## src/sv/assert_macros.svh

```systemverilog
// ----------------------------------------------------------------------------
// Assertion macros
// Clocked concurrent assertion helpers used by the decoder RTL.
// ----------------------------------------------------------------------------
`ifndef ASSERT_MACROS_SVH
`define ASSERT_MACROS_SVH

// Clocked assertion, disabled while reset is asserted.
`define ASSERT_CLK(label, prop, msg) \
  label: assert property (@(posedge clk_i) disable iff (!rst_ni) (prop)) \
    else $error(msg);

// Next-cycle implication built on the clocked form.
`define ASSERT_NEXT(label, pre, post, msg) \
  `ASSERT_CLK(label, (pre) |=> (post), msg)

`endif

```

## src/sv/ctcgd_pkg.sv

```systemverilog
// ----------------------------------------------------------------------------
// ctcgd_pkg
// Widths, limits and register indexes of the CTC greedy decoder.
// ----------------------------------------------------------------------------
`default_nettype none

package ctcgd_pkg;

  localparam int unsigned MAX_CLASSES = 8192;
  localparam int unsigned MAX_STEPS   = 256;

  localparam int unsigned SCORE_W = 16;
  localparam int unsigned CLS_W   = 13;
  localparam int unsigned CNT_W   = 9;
  localparam int unsigned SUM_W   = 24;
  localparam int unsigned AVG_W   = 16;

  localparam int unsigned IN_DATA_W  = 16;
  localparam int unsigned OUT_DATA_W = 56;
  localparam int unsigned CFG_IDX_W  = 1;
  localparam int unsigned CFG_DATA_W = 13;

  localparam int unsigned DIV_STEPS = SUM_W;
  localparam int unsigned DIV_CNT_W = $clog2(DIV_STEPS);

  localparam logic [CLS_W-1:0] CLASS_LAST = CLS_W'(MAX_CLASSES - 1);
  localparam logic [CNT_W-1:0] COUNT_MAX  = CNT_W'(MAX_STEPS);
  localparam logic [SUM_W-1:0] SUM_MAX    = {SUM_W{1'b1}};

  typedef enum logic [CFG_IDX_W-1:0] {
    CFG_REMOVE_DUP = 1'b0,
    CFG_BLANK      = 1'b1
  } cfg_idx_e;

  typedef enum logic {
    KIND_SYMBOL  = 1'b0,
    KIND_SUMMARY = 1'b1
  } kind_e;

endpackage

`default_nettype wire

```

## src/sv/ctc_greedy_decoder.sv

```systemverilog
// Timing: a symbol request is registered and appears at the output in the
//   cycle after the score that ends its time step; the summary is computed
//   in S_DIV and loaded from S_SUM once the output register is free.
// Throughput: one score per cycle within a sequence unless the output stalls;
//   a sequence end blocks input through the one-bit-a-cycle restoring divider.
// Reset: asynchronous, active low; remove_duplicates=1, blank_class=0, all
//   decoder state zero, output empty. No clearing pass.
// ----------------------------------------------------------------------------
// ctc_greedy_decoder
// Streaming argmax per time step with blank and duplicate removal, plus a
// per-sequence summary of symbol count and mean symbol score.
// ----------------------------------------------------------------------------
`default_nettype none

`include "assert_macros.svh"

module ctc_greedy_decoder
  import ctcgd_pkg::*;
(
  input  wire logic                  clk_i,
  input  wire logic                  rst_ni,
  // configuration write port
  input  wire logic                  cfg_we_i,
  input  wire logic [CFG_IDX_W-1:0]  cfg_idx_i,
  input  wire logic [CFG_DATA_W-1:0] cfg_data_i,
  // score stream
  input  wire logic                  s_axis_tvalid,
  output      logic                  s_axis_tready,
  input  wire logic [IN_DATA_W-1:0]  s_axis_tdata,   // [15:0] score
  input  wire logic                  s_axis_tuser,   // [0] end_of_step
  input  wire logic                  s_axis_tlast,   // end_of_sequence
  // result stream
  output      logic                  m_axis_tvalid,
  input  wire logic                  m_axis_tready,
  // [12:0] class_index, [28:13] symbol_score, [44:29] average_confidence,
  // [53:45] symbol_count, [55:54] zero
  output      logic [OUT_DATA_W-1:0] m_axis_tdata,
  output      logic                  m_axis_tuser,   // [0] kind
  output      logic                  m_axis_tlast    // last
);

  typedef enum logic [1:0] {
    S_RUN,  // take scores
    S_DIV,  // divide score sum by symbol count
    S_SUM   // load summary once the output register frees up
  } state_e;

  state_e state_q, state_d;

  // configuration
  logic             rm_dup_q, rm_dup_d;
  logic [CLS_W-1:0] blank_q, blank_d;

  // decoder state
  logic [SCORE_W-1:0] best_score_q, best_score_d;
  logic [CLS_W-1:0]   best_class_q, best_class_d;
  logic [CLS_W-1:0]   class_cnt_q, class_cnt_d;
  logic [CLS_W-1:0]   prev_argmax_q, prev_argmax_d;
  logic               prev_valid_q, prev_valid_d;
  logic [SUM_W-1:0]   score_sum_q, score_sum_d;
  logic [CNT_W-1:0]   emit_cnt_q, emit_cnt_d;

  // restoring divider: quotient shifts in as the dividend shifts out
  logic [SUM_W-1:0]     quo_q, quo_d;
  logic [CNT_W-1:0]     rem_q, rem_d;
  logic [DIV_CNT_W-1:0] div_cnt_q, div_cnt_d;

  // output register
  logic               out_valid_q, out_valid_d;
  kind_e              out_kind_q, out_kind_d;
  logic [CLS_W-1:0]   out_cls_q, out_cls_d;
  logic [SCORE_W-1:0] out_score_q, out_score_d;
  logic [AVG_W-1:0]   out_avg_q, out_avg_d;
  logic [CNT_W-1:0]   out_cnt_q, out_cnt_d;

  logic               out_free;
  logic               accept;
  logic               eos;
  logic               eostep;
  logic               take;
  logic [SCORE_W-1:0] step_score;
  logic [CLS_W-1:0]   step_class;
  logic               drop;
  logic [SUM_W:0]     sum_add;
  logic [SUM_W-1:0]   sum_next;
  logic [CNT_W:0]     trial;
  logic [CNT_W:0]     diff;
  logic               trial_ge;
  logic [AVG_W-1:0]   avg;

  // The output register frees up in the same cycle it is taken, so a new
  // request can follow a waiting result without a bubble.
  assign out_free      = !out_valid_q || m_axis_tready;
  assign s_axis_tready = (state_q == S_RUN) && out_free;
  assign accept        = s_axis_tvalid && s_axis_tready;
  assign eos           = s_axis_tlast;
  assign eostep        = s_axis_tuser || s_axis_tlast;

  // Running argmax: the first score of a step always wins, later ones only
  // when strictly larger, which keeps the first maximum on ties.
  assign take       = (class_cnt_q == '0) || (s_axis_tdata > best_score_q);
  assign step_score = take ? s_axis_tdata : best_score_q;
  assign step_class = take ? class_cnt_q : best_class_q;

  assign drop = (step_class == blank_q) ||
                (rm_dup_q && prev_valid_q && (step_class == prev_argmax_q));

  assign sum_add  = {1'b0, score_sum_q} + {{(SUM_W+1-SCORE_W){1'b0}}, step_score};
  assign sum_next = sum_add[SUM_W] ? SUM_MAX : sum_add[SUM_W-1:0];

  // One restoring-division step per cycle.
  assign trial    = {rem_q, quo_q[SUM_W-1]};
  assign trial_ge = trial >= {1'b0, emit_cnt_q};
  assign diff     = trial - {1'b0, emit_cnt_q};

  // Clamp the quotient to the score range; no symbols means a zero mean.
  always_comb begin
    if (emit_cnt_q == '0) begin
      avg = '0;
    end else if (|quo_q[SUM_W-1:AVG_W]) begin
      avg = {AVG_W{1'b1}};
    end else begin
      avg = quo_q[AVG_W-1:0];
    end
  end

  always_comb begin
    state_d       = state_q;
    rm_dup_d      = rm_dup_q;
    blank_d       = blank_q;
    best_score_d  = best_score_q;
    best_class_d  = best_class_q;
    class_cnt_d   = class_cnt_q;
    prev_argmax_d = prev_argmax_q;
    prev_valid_d  = prev_valid_q;
    score_sum_d   = score_sum_q;
    emit_cnt_d    = emit_cnt_q;
    quo_d         = quo_q;
    rem_d         = rem_q;
    div_cnt_d     = div_cnt_q;
    out_valid_d   = out_valid_q && !m_axis_tready;
    out_kind_d    = out_kind_q;
    out_cls_d     = out_cls_q;
    out_score_d   = out_score_q;
    out_avg_d     = out_avg_q;
    out_cnt_d     = out_cnt_q;

    // The user must write registers only while idle; the block does not
    // enforce it. Unknown indexes cannot occur with a one-bit index.
    if (cfg_we_i) begin
      unique case (cfg_idx_e'(cfg_idx_i))
        CFG_REMOVE_DUP: rm_dup_d = cfg_data_i[0];
        CFG_BLANK:      blank_d  = cfg_data_i[CLS_W-1:0];
        default:        ;
      endcase
    end

    unique case (state_q)
      S_RUN: begin
        if (accept) begin
          if (eostep) begin
            // Decide the step, then restart the argmax for the next one.
            if (!drop) begin
              out_valid_d = 1'b1;
              out_kind_d  = KIND_SYMBOL;
              out_cls_d   = step_class;
              out_score_d = step_score;
              out_avg_d   = '0;
              out_cnt_d   = '0;
              if (emit_cnt_q < COUNT_MAX) begin
                emit_cnt_d  = emit_cnt_q + 1'b1;
                score_sum_d = sum_next;
              end
            end
            prev_argmax_d = step_class;
            prev_valid_d  = 1'b1;
            best_score_d  = '0;
            best_class_d  = '0;
            class_cnt_d   = '0;
          end else begin
            best_score_d = step_score;
            best_class_d = step_class;
            if (class_cnt_q != CLASS_LAST) begin
              class_cnt_d = class_cnt_q + 1'b1;
            end
          end
          if (eos) begin
            // Start the divider on the sum including this step's symbol.
            quo_d     = score_sum_d;
            rem_d     = '0;
            div_cnt_d = '0;
            state_d   = S_DIV;
          end
        end
      end
      S_DIV: begin
        quo_d     = {quo_q[SUM_W-2:0], trial_ge};
        rem_d     = trial_ge ? diff[CNT_W-1:0] : trial[CNT_W-1:0];
        div_cnt_d = div_cnt_q + 1'b1;
        if (div_cnt_q == DIV_CNT_W'(DIV_STEPS - 1)) begin
          state_d = S_SUM;
        end
      end
      S_SUM: begin
        // Hold until a pending symbol leaves, then emit and clear.
        if (out_free) begin
          out_valid_d   = 1'b1;
          out_kind_d    = KIND_SUMMARY;
          out_cls_d     = '0;
          out_score_d   = '0;
          out_avg_d     = avg;
          out_cnt_d     = emit_cnt_q;
          best_score_d  = '0;
          best_class_d  = '0;
          class_cnt_d   = '0;
          prev_argmax_d = '0;
          prev_valid_d  = 1'b0;
          score_sum_d   = '0;
          emit_cnt_d    = '0;
          state_d       = S_RUN;
        end
      end
      default: state_d = S_RUN;
    endcase
  end

  always_ff @(posedge clk_i or negedge rst_ni) begin
    if (!rst_ni) begin
      state_q       <= S_RUN;
      rm_dup_q      <= 1'b1;
      blank_q       <= '0;
      best_score_q  <= '0;
      best_class_q  <= '0;
      class_cnt_q   <= '0;
      prev_argmax_q <= '0;
      prev_valid_q  <= 1'b0;
      score_sum_q   <= '0;
      emit_cnt_q    <= '0;
      quo_q         <= '0;
      rem_q         <= '0;
      div_cnt_q     <= '0;
      out_valid_q   <= 1'b0;
      out_kind_q    <= KIND_SYMBOL;
      out_cls_q     <= '0;
      out_score_q   <= '0;
      out_avg_q     <= '0;
      out_cnt_q     <= '0;
    end else begin
      state_q       <= state_d;
      rm_dup_q      <= rm_dup_d;
      blank_q       <= blank_d;
      best_score_q  <= best_score_d;
      best_class_q  <= best_class_d;
      class_cnt_q   <= class_cnt_d;
      prev_argmax_q <= prev_argmax_d;
      prev_valid_q  <= prev_valid_d;
      score_sum_q   <= score_sum_d;
      emit_cnt_q    <= emit_cnt_d;
      quo_q         <= quo_d;
      rem_q         <= rem_d;
      div_cnt_q     <= div_cnt_d;
      out_valid_q   <= out_valid_d;
      out_kind_q    <= out_kind_d;
      out_cls_q     <= out_cls_d;
      out_score_q   <= out_score_d;
      out_avg_q     <= out_avg_d;
      out_cnt_q     <= out_cnt_d;
    end
  end

  assign m_axis_tvalid = out_valid_q;
  assign m_axis_tuser  = out_kind_q;
  assign m_axis_tlast  = (out_kind_q == KIND_SUMMARY);
  assign m_axis_tdata  = {{(OUT_DATA_W-CLS_W-SCORE_W-AVG_W-CNT_W){1'b0}},
                          out_cnt_q, out_avg_q, out_score_q, out_cls_q};

  // A sequence end always starts the divider.
  `ASSERT_NEXT(a_eos_starts_div, accept && eos, state_q == S_DIV,
               "sequence end did not start the divider")
  // The symbol count never passes its limit.
  `ASSERT_CLK(a_count_limit, emit_cnt_q <= COUNT_MAX,
              "symbol count above limit")
  // The summary leaves the decoder cleared and ready for a new sequence.
  `ASSERT_NEXT(a_sum_clears, (state_q == S_SUM) && out_free,
               (state_q == S_RUN) && (emit_cnt_q == '0) && !prev_valid_q,
               "summary did not clear the decoder state")

endmodule

`default_nettype wire

```

## config.mk

```make
export PLATFORM = sky130hd
export DESIGN_NAME = ctc_greedy_decoder
export DESIGN_NICKNAME = d
export VERILOG_FILES = /design/src/sv/ctcgd_pkg.sv /design/src/sv/ctc_greedy_decoder.sv
export VERILOG_INCLUDE_DIRS = /design/src /design/src/sv
export SDC_FILE = /design/constraint.sdc
export NUM_CORES = 1
export LEC_CHECK = 0
export ABC_AREA = 1
export ABC_CLOCK_PERIOD_IN_PS = 4000
export BUFFER_PORTS_ARGS = -buffer_cell sky130_fd_sc_hd__buf_2
export CAP_MARGIN = 30
export CORE_UTILIZATION = 31
export DETAILED_ROUTE_END_ITERATION = 8
export GPL_ROUTABILITY_DRIVEN = 0
export PLACE_DENSITY = 0.49
export SETUP_SLACK_MARGIN = 0.1
export SYNTH_ARGS = -nofsm -noshare
export SYNTH_HDL_FRONTEND = slang
export SYNTH_SLANG_ARGS = --single-unit
```

## constraint.sdc

```tcl
create_clock -name clk_i -period 4 [get_ports clk_i]
set_input_delay 0.8 -clock clk_i [delete_from_list [all_inputs] [get_ports clk_i]]
set_output_delay 0.8 -clock clk_i [all_outputs]
set_load 0.01 [all_outputs]
```

After elaboration in Yosys (flattened, before gate mapping). Cells that the tools add are included.

Add/subtract/negate cells: 5. Magnitude comparators: 3. Equality and inequality tests: 14. Multiplexer cells: 79. Bitwise operators: 1. Reduce and logical (&&, ||, !) cells: 26.

Operators by type and width (number): 16-bit two-way mux (13); 24-bit two-way mux (8); 13-bit two-way mux (12); 9-bit two-way mux (12); 13-bit one-hot mux with 2 select lines (4); 16-bit one-hot mux with 2 select lines (3); 24-bit one-hot mux with 2 select lines (2); 9-bit one-hot mux with 2 select lines (3); 13-bit equality test (2); 24-bit by 16-bit adder with 25-bit output (1); 16-bit > comparator (1); 13-bit by 1-bit adder with 13-bit output (second input constant) (1); 13-bit logical NOT (1); 13-bit != test (second input constant) (1); 2-bit != test (second input constant) (6); 4-bit AND reduction (3); 1-bit two-way mux (11); 10-bit by 9-bit >= comparator with 1-bit output (1); 5-bit two-way mux (2); 5-bit one-hot mux with 2 select lines (1); 9-bit by 1-bit adder with 9-bit output (second input constant) (1); 9-bit logical NOT (1); 9-bit less-than comparator (second input constant) (1); 9-bit subtractor (1); other kinds (20) (36).

Flip-flop bits (word level): 199. Output and inout bits: 60. Logic and storage cells: 147.

Logic depth before layout (Yosys ltp). Gate-level depths: netlist (run 1).

Word-level depth: 11. Depth in mapped cells: 35. Gate-level depth less buffers: 33.

Worst setup path after synthesis (run 1). Ideal clock, no wire load.

Path type: in2reg. Start point: input s_axis_tdata[15]. End point: register quo_q[22]. Setup time: 0.067 ns. Data arrival time: 4.544 ns. Required time: 3.933 ns. Path slack: -0.611 ns. Stages on the path: 30. Buffers on the path: 3. Path through: ha_1 -> nand2_1 -> nor2_1 -> nand2_1 -> inv_1 -> nand2_1 -> nand2_1 -> nand2_2 -> nand2_2 -> buf_4 -> clkbuf_1 -> nand2_1 -> o21ai_0 -> ha_1 -> inv_1 -> fa_1 -> o21ai_0 -> a21oi_1 -> o21bai_1 -> nand3_1 -> nand2_1 -> clkbuf_1 -> o21ai_0 -> o21ai_0 -> nand3_1 -> nand2_1 -> nand2_1 -> nand2_1 -> nand2_1 -> nand2_1.

Cells in the longest elaborated chain, start to end: 11. Elaborated cells between the ends (all ways): 16.

Ends and longest elaborated chain: start: declaration (RTL line ctc_greedy_decoder.sv:29) `input wire logic [IN_DATA_W-1:0] s_axis_tdata,`; 16-bit > comparator (RTL line ctc_greedy_decoder.sv:101) `assign take = (class_cnt_q == '0) || (s_axis_tdata > best_score_q);`; 1-bit logical OR (RTL line ctc_greedy_decoder.sv:101); 16-bit two-way mux or 13-bit two-way mux (tied branches) (RTL line ctc_greedy_decoder.sv:102, ctc_greedy_decoder.sv:103); 24-bit by 16-bit adder with 25-bit output or 13-bit equality test (tied branches) (RTL line ctc_greedy_decoder.sv:108, ctc_greedy_decoder.sv:106); 24-bit two-way mux or 1-bit logical AND (tied branches) (RTL line ctc_greedy_decoder.sv:109, ctc_greedy_decoder.sv:106); 24-bit two-way mux or 1-bit logical OR (tied branches) (RTL line ctc_greedy_decoder.sv:170, ctc_greedy_decoder.sv:105); 24-bit two-way mux (*) (RTL line ctc_greedy_decoder.sv:163) `if (!drop) begin`; 24-bit two-way mux (*) (RTL line ctc_greedy_decoder.sv:161) `if (eostep) begin`; 24-bit two-way mux (*) (RTL line ctc_greedy_decoder.sv:187) `if (eos) begin`; 24-bit two-way mux (*) (RTL line ctc_greedy_decoder.sv:160) `if (accept) begin`; 24-bit one-hot mux with 2 select lines (*) (RTL line ctc_greedy_decoder.sv:158) `unique case (state_q)`; end signal: assignment (RTL line ctc_greedy_decoder.sv:259) `quo_q <= quo_d;`; end: declaration (RTL line ctc_greedy_decoder.sv:64) `logic [SUM_W-1:0] quo_q, quo_d;`.

Every way passes the cells marked *; elsewhere a longest branch is shown, timed or not. The select of a mux whose other input is x is not followed. A chain may end at the register's enable or synchronous reset.

Final worst setup path (run 1).
Start point: input s_axis_tdata[5]. End point: register score_sum_q[18].

Cells in the longest elaborated chain, start to end: 10. Elaborated cells between the ends (all ways): 15.

Ends and longest elaborated chain: 16-bit > comparator (RTL line ctc_greedy_decoder.sv:101); 1-bit logical OR (RTL line ctc_greedy_decoder.sv:101); 16-bit two-way mux or 13-bit two-way mux (tied branches) (RTL line ctc_greedy_decoder.sv:102, ctc_greedy_decoder.sv:103); 24-bit by 16-bit adder with 25-bit output or 13-bit equality test (tied branches) (RTL line ctc_greedy_decoder.sv:108, ctc_greedy_decoder.sv:106); 24-bit two-way mux or 1-bit logical AND (tied branches) (RTL line ctc_greedy_decoder.sv:109, ctc_greedy_decoder.sv:106); 24-bit two-way mux or 1-bit logical OR (tied branches) (RTL line ctc_greedy_decoder.sv:170, ctc_greedy_decoder.sv:105); 24-bit two-way mux (*) (RTL line ctc_greedy_decoder.sv:163); 24-bit two-way mux (*) (RTL line ctc_greedy_decoder.sv:161); 24-bit two-way mux (*) (RTL line ctc_greedy_decoder.sv:160); 24-bit one-hot mux with 2 select lines (*) (RTL line ctc_greedy_decoder.sv:158); end signal: assignment (RTL line ctc_greedy_decoder.sv:257) `score_sum_q <= score_sum_d;`; end: declaration (RTL line ctc_greedy_decoder.sv:60) `logic [SUM_W-1:0] score_sum_q, score_sum_d;`.

Marked as above.

==> flow_summary.ini, run 1 <==
[power_and_ir_drop]
p_leak_nw = 7.05
vdd_drop_max_mv = 0.400
powerDensity_nw_per_um2 = 756

[sta]
fmax_mhz = 266
hold_violations = 0
maxSlewViolCount = 0
setup_viol = 0
relSlewSlack_pct = 42.0
fin_crit_sh_pct = 94.1
setup_tns_ns = 0
period_minus_slack_ns = 3.76
clock_skew_ns = 0.0153
worst_pin_slew_ns = 0.868
rsz0062_at_grt = true

[grt]
grt_pass1_wl_mm = 57.2
use_met1_pct = 26.1
grtUsageMet3_pct = 3.28
grt_use_total_pct = 19.1
grt_overflow = 0
grt_pass1_vias = 10509
busiest_layer = met2
antenna_found_initial = 0
met2_usage_pct = 31.1
grt_max_degree = 94

[yosys]
synth.area.top_cells = dfrtp_1 43%, nand2_1 16%, nand3_1 5.7%
synth_edf_count = 0
synth.distinct_cells = 47
ys_seq_area_share_pct = 43.1
synth-main-ff-cell = dfrtp_1
synth_top_family_by_area = simple AND/OR/NAND/NOR gates
yosys.area_share.adder_pct = 5.44
synthXorXnorAreaFrac_pct = 2.05
synth_seq_cells = 199
ys_async_sr_fraction_pct = 100
netlist_instances = 1537
synthMuxAreaShare_pct = 0.390
yosysMostFrequentCell = nand2_1
synthSimpleGateAreaFrac_pct = 27.9
synth_top_area_share_pct = 42.9
syn_area_per_cell_um2 = 7.52
yosysTopAreaCell = dfrtp_1
synth-compound-area-share_pct = 13.6
yosys_warnings = 0
syn_area_um2 = 11600
synth_commonest_cells = 479 x nand2_1, 198 x dfrtp_1, 143 x inv_1

[clock_tree]
cts_made_buffers = 17
clkTransAtPathRegs_ns = 0.07
hold_buffers = 0
clock_latency_ns = 0.47
tritoncts = yes
htreeDepth = 4
cts_root_buffer = clkbuf_16
cts_buffer_depth = 2
clock_sinks = 199

[drt]
viasPerCell = 4.94
wirelength_mm = 35.1
post_drt_wl_per_cell_um = 16.2
drc = 0
drt_pass1_iterations = 5
postRouteAntennaNets = 0
vias = 10723
drt_iter0_drc = 544

[worst_setup_path]
max_stage_delay_ns = 0.36
crit_path_frequent_cell = nand2_1
cp.arrival_ns = 4.12
worstSetupPathType = input pin to flop
critPathSlowestCell = fa_2
cp.required_ns = 4.36
ff2ff_path_depth = 29
startpoint_type = input pin
crit_path_max_fanout = 7
endpoint_kind = flop

[floorplanning]
floorplan.initialDensity_pct = 31.6
io_pins = 97
die_x_um = 195
core_area_um2 = 36600
die_h_um = 195
die_area_um2 = 38000
fp-row-count = 70

[place]
dp_hpwl_mm = 25.3
numPortBuffers = 94

[layout]
syn2layout_area_growth_pct = 23.7
post-route-util_pct = 39.0
diodes = 0
nets = 1777
drive_above_1_share_pct = 20.2

[run_status]
outcome = finished, final reports clean

[run]
maxCapViolations = 0

[hold_path]
hp-class = input pin to async pin
-- flip-flops by register name (all words and copies together), names as in the netlist --
signal	cells
state_q	2
rem_q	9
rm_dup_q	1
out_cnt_q	9
score_sum_q	24
out_avg_q	16
blank_q	13
best_class_q	13
out_cls_q	13
prev_valid_q	1
class_cnt_q	13
emit_cnt_q	9
div_cnt_q	5
prev_argmax_q	13
m_axis_tvalid	1
m_axis_tlast	1
quo_q	24
out_score_q	16
best_score_q	16
-- cells in the final DEF (no fill, tap or decap), types with 7 or more instances in the layout --
master	netlist	routed
a21oi_1	62	48
a21oi_2	0	13
a22oi_1	24	24
buf_2	8	86
buf_4	5	95
buf_6	7	7
clkbuf_16	0	17
dfrtp_1	198	198
ha_1	47	27
ha_4	0	19
inv_1	143	128
inv_2	2	17
nand2_1	479	458
nand2_2	7	23
nand3_1	132	129
nand4_1	11	11
nor2_1	105	95
nor2_2	0	7
nor3_1	17	14
o21ai_0	77	58
o21ai_1	48	65
o22ai_1	31	31
xnor2_1	8	8
xor2_1	19	19
-- cell families after synthesis --
logic type	after synthesis
other	1
multiplexers	4
buffers and inverters	209
adder cells (fa/ha/maj)	49
AO/OA/AOI/OAI	275
flip-flops	199
AND/OR/NAND/NOR	773
XOR/XNOR	27
-- repair_timing --
| action | in CTS | in global routing |
|---|---|---|
| buffers inserted | 5 | 6 |
| pin swaps | 5 | 50 |
| endpoints found under the setup margin | 14 | 90 |
| resized for setup | 4 | 107 |
-- layer usage --
layer | vias to the layer above | share of wire (%)
met4 | 0 | 1.4
met3 | 32 | 2.8
met1 | 5157 | 49
met2 | 150 | 47
li1 | 5384 | -
met5 | - | 0
-- layout make-up --
class | instances | area, um^2
clock buffer | 21 | 460
clock inverter | 11 | 123
fill | 3876 | 22300
inverter | 147 | 552
multi-input combinational | 1130 | 6220
sequential | 199 | 4980
tap | 468 | 586
timing repair buffer | 196 | 1370
-- per-stage QoR --
step           cell area [um^2]  setup WS [ns]  hold slack (ns)  total power [W]  std cells
2_1_floorplan             11800         -0.128            0.452          0.00672       1538
3_3_place_gp              13200         -0.426            0.466          0.00867       2129
3_5_place_dp              13200         -0.475            0.472          0.00871       2129
4_1_cts                   13900          0.116            0.446           0.0106       2166
5_1_grt                   14300        0.00607            0.466           0.0118       2172
6_report                  14300          0.236            0.396           0.0108       2172
-- report_power, final --
group,internal (W),switching [W]
logic,0.00231,0.00360
registers,0.00263,0.000473
clock network,0.000956,0.000843
total,0.00589,0.00491
-- worst paths after layout --
path,startpoint,end,slack (ns)
setup / recovery,s_axis_tdata[5],score_sum_q[18],0.24
hold / removal,rst_ni,out_score_q[12],0.40
setup reg to reg,best_score_q[7],score_sum_q[18],0.28
hold reg to reg,out_avg_q[4],out_avg_q[4],0.48
max in group asynchronous,rst_ni,out_avg_q[3],2.72
min in group clk_i,out_avg_q[4],out_avg_q[4],0.48
-- critical path, delay by kind of cell --
family / cells / cell delay, ns
AO/OA/AOI/OAI: 6 / 0.77
buffers and inverters: 4 / 0.36
adder cells (fa/ha/maj): 3 / 0.85
XOR/XNOR: 1 / 0.14
AND/OR/NAND/NOR: 15 / 1.18
Power figures use the tool's default switching activity.
==> run 2: changes to the inputs <==
--- a/config.mk
+++ b/config.mk
@@ -6,7 +6,6 @@
 export SDC_FILE = /design/constraint.sdc
 export NUM_CORES = 1
 export LEC_CHECK = 0
-export ABC_AREA = 1
 export ABC_CLOCK_PERIOD_IN_PS = 4000
 export BUFFER_PORTS_ARGS = -buffer_cell sky130_fd_sc_hd__buf_2
 export CAP_MARGIN = 30
==> run 2 against run 1 <==
  * The flow now finishes with violations (negative setup slack)
  * Power increased by 11%
  * Worst setup slack got worse by 0.82 ns
  * Cell count shrank 10%
  * Fmax decreased by 18%
  * Critical path depth decreased by 5
  * Non-clock buffer count grew 130
  * Sequential share of layout area decreased by 3.2 points
  * Synthesized cell count fell by 21%
  * Sequential power is 2% higher
  * Critical path type unchanged
  * Die area shrank 3.7%
==> flow_summary.ini, run 2 <==
[run_status]
outcome = finished with violations
violations = negative setup slack

[drt]
drt_iter0_drc = 579
wirelength_mm = 34.6
post_drt_wl_per_cell_um = 17.7
viasPerCell = 5.09
drc = 0
vias = 9938
postRouteAntennaNets = 0
drt_pass1_iterations = 5

[clock_tree]
cts_made_buffers = 17
htreeDepth = 4
clkTransAtPathRegs_ns = 0.08
cts_root_buffer = clkbuf_16
cts_buffer_depth = 2
hold_buffers = 0
clock_sinks = 199
tritoncts = yes
clock_latency_ns = 0.44

[worst_setup_path]
cp.required_ns = 4.37
startpoint_type = input pin
max_stage_delay_ns = 0.44
cp_top_family = simple AND/OR/NAND/NOR gates
startpoint = s_axis_tdata[14]
endpoint_kind = flop
crit_path_max_fanout = 6
r2r_start = best_score_q[14]
crit_path_frequent_cell = buf_6
worstPathCellList = buf_6, ha_4, nand4_4, buf_6, or4_4, a21oi_4, o31ai_4, buf_6, nand2_8, nor2_4, a21oi_4, inv_1, ha_1, a21o_1, a21oi_2, o21bai_1, a211oi_1, or2_4, o211ai_1, nand3_1, nand2_2, or3b_4, or3_4, a21oi_2
worstSetupPathType = input pin to flop
cp.arrival_ns = 4.95
critPathSlowestCell = or4_4
worstPathBufferInverterCount = 4

[sta]
layout_setup_ws_ns = -0.581
relSlewSlack_pct = 32.4
hold_violations = 0
rsz0062_at_grt = true
period_minus_slack_ns = 4.58
setup_viol = 112
holdWs_ns = 0.351
clock_skew_ns = 0.0159
fin_crit_sh_pct = 115
fmax_mhz = 218
maxSlewViolCount = 0
worst_pin_slew_ns = 1.01
setup_tns_ns = -35.80

[power_and_ir_drop]
powerDensity_nw_per_um2 = 761
p_leak_nw = 7.25
vdd_drop_max_mv = 0.332

[floorplanning]
die_area_um2 = 36600
floorplan.initialDensity_pct = 31.9
die_x_um = 191
fp-row-count = 68
die_h_um = 191
io_pins = 97
core_area_um2 = 34900

[grt]
grt_pass1_wl_mm = 55.5
grt_max_degree = 76
grt_use_total_pct = 19.4
grt_pass1_vias = 10051
antenna_found_initial = 0
grt_overflow = 0

[yosys]
netlist_instances = 1208
yosys_warnings = 0
synthMuxAreaShare_pct = 4.87
synth-compound-area-share_pct = 19.2
synthSimpleGateAreaFrac_pct = 16.1
synth_top_area_share_pct = 44.6
synth_top_family_by_area = compound AO/OA/AOI/OAI gates
syn_area_per_cell_um2 = 9.20
syn_area_um2 = 11100
synth.area.top_cells = dfrtp_1 45%, ha_1 5.3%, nand2_1 4.7%
synth_commonest_cells = 198 x dfrtp_1, 139 x nand2_1, 110 x nor2_1
synthXorXnorAreaFrac_pct = 4.25
synth.distinct_cells = 75
synth_seq_cells = 199
synth-main-ff-cell = dfrtp_1
yosys.area_share.adder_pct = 5.65
ys_async_sr_fraction_pct = 100
ys_seq_area_share_pct = 44.8
synth_edf_count = 0
yosysMostFrequentCell = dfrtp_1
yosysTopAreaCell = dfrtp_1

[layout]
final_cell_mix = 198 x dfrtp_1, 165 x buf_4, 127 x nand2_1
nFillCells = 3328
syn2layout_area_growth_pct = 41.6
drive_above_1_share_pct = 38.2
regArea_um2 = 4980
reg_top3 = quo_q: 24 flops, score_sum_q: 24 flops
final_common_cell = dfrtp_1
diodes = 0
nets = 1575
multiInputGateArea_um2 = 6670

[place]
numPortBuffers = 94
dp_hpwl_mm = 24.1
dp_slack_ns = -1.22

[hold_path]
hp-class = input pin to async pin

[run]
maxCapViolations = 0
-- run 2: cell families (layout without fill, tap and decap cells) --
kind of cell / count (synthesis) / after routing
buffers and inverters: 134 / 423
adder cells (fa/ha/maj): 49 / 49
multiplexers: 49 / 49
XOR/XNOR: 54 / 54
flip-flops: 199 / 199
AND/OR/NAND/NOR: 385 / 386
other: 1 / 2
AO/OA/AOI/OAI: 337 / 337
-- run 2: where the power goes --
| group | switching (W) | internal [W] | leakage, nW | total [W] |
|---|---|---|---|---|
| Combinational | 0.00355 | 0.00358 | 4.39 | 0.00712 |
| Clock | 0.000823 | 0.000893 | 0.263 | 0.00172 |
| Sequential | 0.000512 | 0.00263 | 2.60 | 0.00315 |
-- run 2: worst paths after layout --
| kind | to | slack [ns] | cells past startpoint |
|---|---|---|---|
| worst max-delay path | score_sum_q[19] | -0.58 | 24 |
| worst min register to register | out_score_q[11] | 0.48 | 2 |
| worst min-delay path | out_score_q[9] | 0.35 | 1 |
| max in group asynchronous | rm_dup_q | 2.67 | 2 |
| min in group clk_i | out_score_q[11] | 0.48 | 2 |
| worst max register to register | score_sum_q[19] | -0.53 | 22 |
-- run 2: final cells by class --
class | instances | area share, %
Clock buffer | 20 | 2.90
Clock inverter | 9 | 0.604
Inverter | 68 | 1.62
Multi-Input combinational cell | 877 | 42.4
Sequential cell | 199 | 31.6
Tap cell | 455 | 3.62
Timing Repair Buffer | 326 | 17.3
-- run 2: timing repair --
action | CTS | global route
endpoints found under the setup margin | 112 | 113
pin swaps | 55 | 48
gates resized for setup | 168 | 85
cloned | 7 | 0
setup buffers | 31 | 19
-- run 2: metal layers --
layer / vias to the layer above / global-route usage (%) / part of all wire (%)
li1: 4847 / - / -
met1: 4871 / 26.7 / 49
met2: 185 / 31.9 / 47
met3: 35 / 2.75 / 3.1
met4: 0 / 5.01 / 1.4
met5: - / 0 / 0
-- run 2: through the flow --
stage               cells  power [W]  area [um^2]  util [%]
finish               1954     0.0120        15700      45.1
CTS                  1943     0.0117        15300      44.0
global placement     1876    0.00900        13700      39.1
floorplan            1209    0.00666        11500         -
detailed placement   1877    0.00907        13700      39.2
global route         1954     0.0129        15700      45.1
==> run 3: changes to the inputs <==
--- a/config.mk
+++ b/config.mk
@@ -6,7 +6,7 @@
 export SDC_FILE = /design/constraint.sdc
 export NUM_CORES = 1
 export LEC_CHECK = 0
-export ABC_CLOCK_PERIOD_IN_PS = 4000
+export ABC_CLOCK_PERIOD_IN_PS = 3700
 export BUFFER_PORTS_ARGS = -buffer_cell sky130_fd_sc_hd__buf_2
 export CAP_MARGIN = 30
 export CORE_UTILIZATION = 31
==> constraint.sdc (replaced) <==
create_clock -name clk_i -period 3.7 [get_ports clk_i]
set_input_delay 0.74 -clock clk_i [delete_from_list [all_inputs] [get_ports clk_i]]
set_output_delay 0.74 -clock clk_i [all_outputs]
set_load 0.01 [all_outputs]
==> run 3 against run 2 <==
  * The flow still finishes with violations (negative setup slack)
  * Critical path depth down 1
  * Non-clock buffer count up 39
  * Core utilization up 2.6 points
  * Cell count up 2.1%
  * Register-to-register slack worse by 0.33 ns
  * First-iteration DRC count up 2.9%
  * Global-route usage up 0.40 points
  * Worst hold slack worse by 0.018 ns
  * Critical path type is now flop to flop
  * Critical endpoint unchanged
==> flow_summary.ini, run 3 (same netlist as run 2, synthesis figures left out) <==
[sta]
holdWs_ns = 0.333
rsz0062_at_grt = true
layout_setup_ws_ns = -0.856
worst_pin_slew_ns = 0.870
period_minus_slack_ns = 4.56
fmax_mhz = 220
clock_skew_ns = 0.0155
setup_tns_ns = -64.82
maxSlewViolCount = 0
relSlewSlack_pct = 42.0
hold_violations = 0
setup_viol = 112
fin_crit_sh_pct = 123

[grt]
grt_pass1_vias = 10063
grt_pass1_wl_mm = 56.3
grt_overflow = 0
grt_use_total_pct = 19.8
grt_max_degree = 88
antenna_found_initial = 0

[worst_setup_path]
crit_path_max_fanout = 7
worstPathBufferInverterCount = 4
max_stage_delay_ns = 0.54
startpoint_type = flop
critPathSlowestCell = or4_4
endpoint_kind = flop
worstPathCellList = inv_2, ha_4, nand4_4, nor3_2, or4_4, o31ai_4, nand2_4, a21oi_4, buf_6, inv_4, ha_4, a21o_1, a21oi_4, o21bai_2, a211oi_2, or2_4, o211ai_1, buf_4, nand3_2, nand2_2, or3b_4, or3_1, a21oi_1
cp.required_ns = 4.08
cp_top_family = simple AND/OR/NAND/NOR gates
worstSetupPathType = flop to flop
cp.arrival_ns = 4.93

[run_status]
violations = negative setup slack
outcome = finished with violations

[drt]
postRouteAntennaNets = 0
drt_iter0_drc = 596
wirelength_mm = 35.7
drt_pass1_iterations = 5
drc = 0
post_drt_wl_per_cell_um = 17.9
vias = 10171
viasPerCell = 5.10

[power_and_ir_drop]
seq_power_share_pct = 25.0
vdd_drop_max_mv = 0.494
p_leak_nw = 7.58
power_switching_w = 0.00571
p_int_w = 0.00821
pwr-share-comb_pct = 61.7
swShare_pct = 41.0
powerDensity_nw_per_um2 = 837
clkPwrFrac_pct = 13.3

[floorplanning]
die_h_um = 191
io_pins = 97
core_area_um2 = 34900
die_x_um = 191
die_area_um2 = 36600
fp-row-count = 68
floorplan.initialDensity_pct = 31.9

[place]
dp.cells = 1878
dp_hpwl_mm = 24.8
dp_slack_ns = -1.67
numPortBuffers = 94

[clock_tree]
htreeDepth = 4
cts_made_buffers = 17
cts_buffer_depth = 2
clock_sinks = 199
cts_root_buffer = clkbuf_16
tritoncts = yes
clkTransAtPathRegs_ns = 0.08
clock_latency_ns = 0.46
hold_buffers = 0

[layout]
syn2layout_area_growth_pct = 49.7
reg_top3 = quo_q: 24 flops, score_sum_q: 24 flops
nets = 1615
diodes = 0
final_common_cell = dfrtp_1
fin_cells = 1996
drive_above_1_share_pct = 44.6
final_cell_mix = 198 x dfrtp_1, 194 x buf_4, 92 x nor2_1, 92 x buf_2, 85 x nand2_1

[hold_path]
hp-class = input pin to async pin

[run]
maxCapViolations = 0
## run 3: layer usage
metal  GRT usage [%]  vias to the layer above  share of wire (%)
li1                -                     4922                  -
met1            27.2                     5043                 47
met2            32.5                      171                 48
met3            2.64                       35                2.4
met4            5.71                        0                1.7
met5               0                        -                  0
## run 3: path summary, 6_finish.rpt
check	startpoint	to	slack (ns)	depth (start not counted)
setup / recovery	best_score_q[14]	score_sum_q[19]	-0.86	23
hold / removal	rst_ni	score_sum_q[7]	0.33	1
setup reg to reg	best_score_q[14]	score_sum_q[19]	-0.86	23
hold reg to reg	out_score_q[0]	out_score_q[0]	0.49	2
max in group asynchronous	rst_ni	out_cls_q[7]	2.49	2
min in group clk_i	out_score_q[0]	out_score_q[0]	0.49	2
## run 3: timing repair
| item | CTS | global route |
|---|---|---|
| pin swaps | 77 | 86 |
| cloned | 11 | 1 |
| endpoints found under the setup margin | 113 | 113 |
| hold endpoints to repair | 0 | 0 |
| gates resized for setup | 168 | 177 |
| buffers inserted | 59 | 25 |
## run 3: area by class of cell
cell class | count | area [um^2]
tap | 455 | 569
clock buffer | 17 | 425
inverter | 68 | 258
fill | 3311 | 18200
clock inverter | 14 | 138
sequential | 199 | 4980
timing repair buffer | 365 | 3130
multi-input combinational | 878 | 7150
## run 3: power groups by stage
stage	clock, W	sequential [W]	combinational [W]
global placement	0	0.00340	0.00642
detailed placement	0	0.00341	0.00648
global route	0.00198	0.00356	0.00938
floorplan	0	0.00335	0.00386
CTS	0.00190	0.00340	0.00766
finish	0.00185	0.00348	0.00860
## run 3: worst reg2reg max path, cell delays in order (launching register included)
cell and delay, ns:
dfrtp_1 0.39, inv_2 0.10, ha_4 0.21, nand4_4 0.12, nor3_2 0.04, or4_4 0.54, o31ai_4 0.26, nand2_4 0.17
a21oi_4 0.20, buf_6 0.12, inv_4 0.03, ha_4 0.24, a21o_1 0.15, a21oi_4 0.07, o21bai_2 0.18, a211oi_2 0.09
or2_4 0.26, o211ai_1 0.16, buf_4 0.15, nand3_2 0.06, nand2_2 0.10, or3b_4 0.40, or3_1 0.31, a21oi_1 0.14
## run 3: through the flow
stage / total power, W / utilization (%) / instance area (um^2)
after floorplan: 0.00721 / - / 11600
final: 0.0139 / 47.7 / 16600
after global placement: 0.00982 / 39.2 / 13700
after CTS: 0.0130 / 45.1 / 15700
after global routing: 0.0149 / 47.7 / 16600
after detailed placement: 0.00989 / 39.3 / 13700
